### src/design/ssfl_pkg.sv
package ssfl_pkg;

  // Search limits
  localparam int PatternMax = 16;
  localparam int WindowDepth = 16;
  localparam longint unsigned TextMax = 64'd65536;
  localparam int CountW = $clog2(TextMax + 64'd1);
  localparam int LenW = 5;
  localparam int PosW = 16;
  localparam longint unsigned PosMax = (64'd1 << PosW) - 64'd1;

  // Configuration register map
  localparam int CfgIdxW = 2;
  localparam int CfgDataW = 64;
  localparam logic [CfgIdxW-1:0] CfgPatternLow  = 2'd0;
  localparam logic [CfgIdxW-1:0] CfgPatternHigh = 2'd1;
  localparam logic [CfgIdxW-1:0] CfgPatternLen  = 2'd2;
  localparam logic [CfgIdxW-1:0] CfgFindLast    = 2'd3;

  typedef logic [WindowDepth-1:0][7:0] ssfl_window_t;
  typedef logic [PatternMax-1:0][7:0] ssfl_pattern_t;

  typedef struct packed {
    logic [7:0] text_byte;
    logic       end_of_text;
  } ssfl_in_t;

  typedef struct packed {
    logic            found;
    logic [PosW-1:0] position;
    logic            too_long;
  } ssfl_out_t;

endpackage

### src/design/ssfl_window_match.sv
module ssfl_window_match (
  input  ssfl_pkg::ssfl_window_t  window_i,
  input  ssfl_pkg::ssfl_pattern_t pattern_i,
  input  logic [ssfl_pkg::LenW-1:0] len_i,
  output logic                      hit_o
);
  import ssfl_pkg::*;

  localparam int IdxW = $clog2(WindowDepth);

  logic [PatternMax-1:0] byte_ok;

  // Pattern byte j sits len-1-j places behind the newest byte.
  always_comb begin
    for (int j = 0; j < PatternMax; j++) begin
      byte_ok[j] = (LenW'(j) >= len_i) ||
                   (window_i[IdxW'(len_i - LenW'(1) - LenW'(j))] == pattern_i[j]);
    end
  end

  assign hit_o = &byte_ok;

endmodule

### src/design/substring_search_first_last_core.sv
// Streaming substring search, first or last occurrence.
//
// Input channel: one text byte per beat (in_valid_i / in_stall_o), with end_of_text
// marking the final byte of a text. Output channel: one result beat (found, position,
// too_long) per text, given after its final byte. Configuration: pattern bytes,
// pattern length and first/last mode are written through cfg_we_i / cfg_index_i /
// cfg_data_i. The user must write them only while the block is idle; it does not check.
//
// A byte accepted into the input register is compared there, and the result of a
// final byte is loaded into the result register, which drives out_valid_o.
// Throughput: one byte per cycle unless a final byte is held; the window compare of
// sixteen byte comparators between the input register and the search state
// sets this. Non-final bytes keep flowing while a result waits; a final byte
// waits in the input register only while the result register is full and stalled.
//
// Reset clears the search state, the window and the registers (pattern zero,
// length one, first mode). After each final byte the per-text state clears.
module substring_search_first_last_core (
  input  logic                        clk_i,
  input  logic                        rst_ni,
  input  logic                        in_valid_i,
  output logic                        in_stall_o,
  input  ssfl_pkg::ssfl_in_t          in_data_i,
  output logic                        out_valid_o,
  input  logic                        out_stall_i,
  output ssfl_pkg::ssfl_out_t         out_data_o,
  input  logic                        cfg_we_i,
  input  logic [ssfl_pkg::CfgIdxW-1:0] cfg_index_i,
  input  logic [ssfl_pkg::CfgDataW-1:0] cfg_data_i
);
  import ssfl_pkg::*;

  localparam int SumW = ((CountW > LenW) ? CountW : LenW) + 1;

  // Configuration registers
  logic [63:0]     pat_low_q, pat_high_q;
  logic [LenW-1:0] pat_len_q;
  logic            find_last_q;

  // Input register
  logic     s1_valid_q;
  ssfl_in_t s1_data_q;

  // Per-text search state
  ssfl_window_t      window_q, window_d;
  logic [CountW-1:0] count_q, count_d;
  logic [CountW-1:0] start_q, start_d;
  logic              seen_q, seen_d;
  logic              ovf_q, ovf_d;

  // Result register
  logic      out_valid_q;
  ssfl_out_t out_data_q, out_data_d;

  logic            s1_adv, in_acc, out_acc, in_range, count_ok, hit, take;
  logic [LenW-1:0] len_eff;
  ssfl_window_t    window_sh;
  logic [SumW-1:0] count_ext, len_ext;

  // Hold a final byte while the result register is full and stalled.
  assign s1_adv     = s1_valid_q && (!s1_data_q.end_of_text || !out_valid_q || !out_stall_i);
  assign in_stall_o = s1_valid_q && !s1_adv;
  assign in_acc     = in_valid_i && !in_stall_o;
  assign out_acc    = out_valid_q && !out_stall_i;

  // Clamp the pattern length to the usable range.
  always_comb begin
    priority if (pat_len_q == '0) begin
      len_eff = LenW'(1);
    end else if (pat_len_q > LenW'(PatternMax)) begin
      len_eff = LenW'(PatternMax);
    end else begin
      len_eff = pat_len_q;
    end
  end

  assign window_sh = {window_q[WindowDepth-2:0], s1_data_q.text_byte};

  ssfl_window_match u_match (
    .window_i  (window_sh),
    .pattern_i ({pat_high_q, pat_low_q}),
    .len_i     (len_eff),
    .hit_o     (hit)
  );

  assign count_ext = SumW'(count_q);
  assign len_ext   = SumW'(len_eff);
  assign in_range  = (count_q < CountW'(TextMax));
  assign count_ok  = !((count_ext + SumW'(1)) < len_ext);
  assign take      = hit && count_ok && (find_last_q || !seen_q);

  always_comb begin
    window_d = window_q;
    count_d  = count_q;
    start_d  = start_q;
    seen_d   = seen_q;
    ovf_d    = ovf_q;
    if (in_range) begin
      window_d = window_sh;
      count_d  = count_q + CountW'(1);
      if (take) begin
        start_d = CountW'(count_ext + SumW'(1) - len_ext);
        seen_d  = 1'b1;
      end
    end else begin
      // Freeze the index beyond the text limit.
      ovf_d = 1'b1;
    end

    out_data_d.found    = seen_d;
    out_data_d.too_long = ovf_d;
    priority if (!seen_d) begin
      out_data_d.position = '0;
    end else if (64'(start_d) > PosMax) begin
      out_data_d.position = '1;
    end else begin
      out_data_d.position = PosW'(start_d);
    end
  end

  always_ff @(posedge clk_i or negedge rst_ni) begin
    if (!rst_ni) begin
      pat_low_q   <= '0;
      pat_high_q  <= '0;
      pat_len_q   <= LenW'(1);
      find_last_q <= 1'b0;
    end else if (cfg_we_i) begin
      unique case (cfg_index_i)
        CfgPatternLow:  pat_low_q   <= cfg_data_i;
        CfgPatternHigh: pat_high_q  <= cfg_data_i;
        CfgPatternLen:  pat_len_q   <= cfg_data_i[LenW-1:0];
        CfgFindLast:    find_last_q <= cfg_data_i[0];
      endcase
    end
  end

  // Input register
  always_ff @(posedge clk_i or negedge rst_ni) begin
    if (!rst_ni) begin
      s1_valid_q <= 1'b0;
    end else if (in_acc) begin
      s1_valid_q <= 1'b1;
    end else if (s1_adv) begin
      s1_valid_q <= 1'b0;
    end
  end

  always_ff @(posedge clk_i) begin
    if (in_acc) begin
      s1_data_q <= in_data_i;
    end
  end

  // Search state: advance on each compared byte, clear after a final byte.
  always_ff @(posedge clk_i or negedge rst_ni) begin
    if (!rst_ni) begin
      window_q <= '0;
      count_q  <= '0;
      start_q  <= '0;
      seen_q   <= 1'b0;
      ovf_q    <= 1'b0;
    end else if (s1_adv) begin
      if (s1_data_q.end_of_text) begin
        window_q <= '0;
        count_q  <= '0;
        start_q  <= '0;
        seen_q   <= 1'b0;
        ovf_q    <= 1'b0;
      end else begin
        window_q <= window_d;
        count_q  <= count_d;
        start_q  <= start_d;
        seen_q   <= seen_d;
        ovf_q    <= ovf_d;
      end
    end
  end

  // Result register
  always_ff @(posedge clk_i or negedge rst_ni) begin
    if (!rst_ni) begin
      out_valid_q <= 1'b0;
    end else if (s1_adv && s1_data_q.end_of_text) begin
      out_valid_q <= 1'b1;
    end else if (out_acc) begin
      out_valid_q <= 1'b0;
    end
  end

  always_ff @(posedge clk_i) begin
    if (s1_adv && s1_data_q.end_of_text) begin
      out_data_q <= out_data_d;
    end
  end

  assign out_valid_o = out_valid_q;
  assign out_data_o  = out_data_q;

endmodule

### config.mk
export PLATFORM = sky130hd
export DESIGN_NAME = substring_search_first_last_core
export DESIGN_NICKNAME = d
export VERILOG_FILES = /design/src/design/ssfl_pkg.sv /design/src/design/ssfl_window_match.sv /design/src/design/substring_search_first_last_core.sv
export SDC_FILE = /design/constraint.sdc
export NUM_CORES = 1
export LEC_CHECK = 0
export BUFFER_PORTS_ARGS = -buffer_cell sky130_fd_sc_hd__buf_2
export CORE_UTILIZATION = 40
export DETAILED_ROUTE_END_ITERATION = 7
export RECOVER_POWER = 100
export SYNTH_ARGS = -nofsm -noshare
export SYNTH_HDL_FRONTEND = slang
export SYNTH_SLANG_ARGS = --single-unit
### constraint.sdc
create_clock -name clk_i -period 9.4 [get_ports clk_i]
set_clock_uncertainty 0.1 [all_clocks]
set_input_delay 1.88 -clock clk_i [delete_from_list [all_inputs] [get_ports clk_i]]
set_output_delay 1.88 -clock clk_i [all_outputs]
set_load 0.02 [all_outputs]
==> impl_metrics.csv <==
group,metric,value,unit
run_status,outcome,"finished, violations left",
run_status,violations,"max-capacitance violations, max-slew violations",
setup_path,crit_path_end_kind,"register",
die,core-area,0.0542,mm^2
timing,min_period,8400,ps
timing,tightestPinTransition,5620,ps
layout,nets,2134,
drt,ant_nets,0,
clocking,cts_inserted_buffers,38,
synthesis,synth_ff_type,"dfrtp_1",
drt,drc_errors,0,
setup_path,critical_path_peak_fanout,57,
setup_path,reg2reg_from,"pat_len_q[1]",
layout,mostFrequentLayoutCell,"dfrtp_1",
hold_path,holdCritPathClass,"register to register",
drt,routed_wl,77500,um
setup_path,reg2reg_to,"out_data_o[9]",
clocking,clock_sinks,319,
drt,wl_per_cell,28.1,um
placed_design,globalplace.congestion,1.04,
power,power.density,229,mW/mm^2
timing,fin_tns_setup,0,ps
timing,rsz0062_at_grt,"false",
grt,grt_pass1_wl,116000,um
timing,hold_viol_final,0,
synthesis,synth_area,0.0221,mm^2
drt,drtIter0Drc,2055,
placed_design,hpwlAfterDp,55000,um
die,fp.dieH,237,um
synthesis,synth_edf_count,27,
die,ioPinCount,100,
grt,grt_pass1_vias,17500,
power,total_power,5.57,mW
clocking,cts_resized,0,
timing,fmax,119,MHz
die,dieArea,0.0562,mm^2
layout,area_delta_synth_final,10.1,%
timing,slew_headroom,-2.75,
clocking,insertion_delay,580,ps
synthesis,yosys.area.top_type_share,0.330,
power,pwr-share-seq,0.306,
synthesis,synth_area_per_cell,10.9,um^2
grt,grt_max_degree,100,
hold_path,holdPathStages,2,
setup_path,cp_num_buf_inv,4,
setup_path,critPathKind,"register to register",
timing,setup_viol,0,
layout,drive_gt1_frac,0.221,
setup_path,cpLargestDelayFamily,"simple AND/OR/NAND/NOR gates",
synthesis,syn-num-nets,2124,
setup_path,start_kind,"register",
synthesis,async_reset_ff_frac,0.915,
clocking,cts.clk_slew.worst_paths,60,ps
power,p_leak,10.1,nW
synthesis,syn_inst,2023,
power,pwr-share-comb,0.418,
setup_path,worstPathArrival,8700,ps
grt,antenna_found_initial,2,
drt,via_per_inst,6.59,
power,cell_internal_pwr,3.36,mW
layout,layout_common_cells,"dfrtp_1 (289), mux2i_1 (168), mux2_2 (143)",
clocking,cts_hold_buf,0,
grt,gr-total-overflow,0,
synthesis,ys_warn_count,0,
run,drv_cap,6,
power,vdd_drop_max,0.125,mV
clocking,htreeDepth,2,
power,p_clk_frac,0.276,
clocking,root_buffer,"clkbuf_16",
synthesis,yosysTopAreaCell,"dfrtp_1",
grt,grtUsageTotal,0.275,
synthesis,ys_seq_area_frac,0.368,
synthesis,ys_ff_latch,319,
die,dieWidth,237,um
die,rows,85,
setup_path,worstRegToRegCells,19,
clocking,cts_tree,"yes",
drt,dr.pass1.iters,6,
clocking,cts_buffer_depth,3,
layout,final_core_util,0.448,
timing,min_period_over_period,0.893,
setup_path,ff2ff_setup_slack,1000,ps
drt,vias,18200,
power,p_switching,2.21,mW
placed_design,io_buffers,99,
hold_path,min_to,"out_valid_o",
setup_path,worstPathRequired,9710,ps
die,initial_utilization,0.407,
setup_path,slowest_delay,1150,ps
timing,whs,417,ps
setup_path,crit_chain,"or4_1 -> nand2_8 -> inv_4 -> ha_1 -> clkinv_1 -> ha_1 -> nor3b_1 -> nand3_1 -> nand4_1 -> xnor2_2 -> buf_4 -> mux4_2 -> xor2_1 -> nor4_1 -> a41o_1 -> nand4_1 -> clkbuf_1 -> or4_1 -> o22ai_1",
synthesis,synth_cell_types,84,
timing,drv_slew,447,
setup_path,worst_path_max_delay_cell,"or4_1",
hold_path,hp-start,"out_valid_o",
synthesis,synth_area_leaders,"dfrtp_1 (33%), mux4_2 (11%), mux2i_1 (7.6%)",
clocking,cts_setup_buffers,0,
power,swShare,0.397,
[cells in the mapped netlist, types with 62 or more instances]
master,instances
mux2_2,143
nor2_1,62
a22oi_1,62
xor2_1,83
mux2i_1,168
o21ai_0,81
nand2_1,117
dfrtp_1,291
mux4_2,103
a22o_1,127
xnor2_1,90
clkbuf_1,109
[cells by family after synthesis]
kind of cell,count (synthesis),share of synthesized area
AO/OA/AOI/OAI,520,0.171
XOR/XNOR,175,0.0701
adder cells (fa/ha/maj),21,0.0122
buffers and inverters,192,0.0363
flip-flops,319,0.368
multiplexers,416,0.255
AND/OR/NAND/NOR,380,0.0879
[final cells by class]
class | instances | area [um^2]
Clock buffer | 51 | 1110
Sequential cell | 319 | 8120
Clock inverter | 18 | 181
Multi-Input combinational cell | 1512 | 13200
Timing Repair Buffer | 135 | 709
Antenna cell | 2 | 5.00
Tap cell | 696 | 871
Inverter | 27 | 104
Fill cell | 5040 | 29900
[worst min-delay path, stage by stage, from the launching register on]
cell     delay, ps
dfrtp_1        370
nand2_1         60
nand2_1         50
[layer usage]
layer | share of wire | track usage
met1 | 0.41 | 0.371
met2 | 0.44 | 0.415
met3 | 0.10 | 0.0744
met4 | 0.046 | 0.115
met5 | 0 | 0
[state kept, by name, indices dropped and copies added, names as in the netlist]
signal and cells:
count_q 17, find_last_q 1, out_data_o 18, out_valid_o 1, ovf_q 1, pat_high_q 64, pat_len_q 5, pat_low_q 64
s1_data_q 9, s1_valid_q 1, seen_q 1, start_q 17, window_q 120
[metrics by stage]
step	cells	area (um^2)	setup WS, ps
6_report	2760	24300	1000
5_1_grt	2760	24300	638
4_1_cts	2758	24400	1570
3_5_place_dp	2689	23100	1610
3_3_place_gp	2689	23100	1620
2_1_floorplan	2023	22100	2940
[power groups by stage]
stage / Combinational, mW / Sequential (mW) / Clock [mW]
global route: 2.48 / 1.72 / 1.61
global placement: 2.26 / 1.72 / 0
detailed placement: 2.29 / 1.72 / 0
floorplan: 1.73 / 1.64 / 0
CTS: 2.30 / 1.70 / 1.57
finish: 2.33 / 1.70 / 1.53
[worst max path at each step]
stage                     depth (start not counted)        endpoint         start
final                                            19   out_data_o[9]  pat_len_q[1]
after global routing                             18     start_q[14]  pat_len_q[1]
after CTS                                        18   out_data_o[4]  pat_len_q[1]
after detailed placement                         18   out_data_o[4]  pat_len_q[1]
after floorplan                                  23  out_data_o[12]  pat_len_q[2]
after global placement                           19      start_q[5]  pat_len_q[1]
Power figures use the tool's default switching activity.
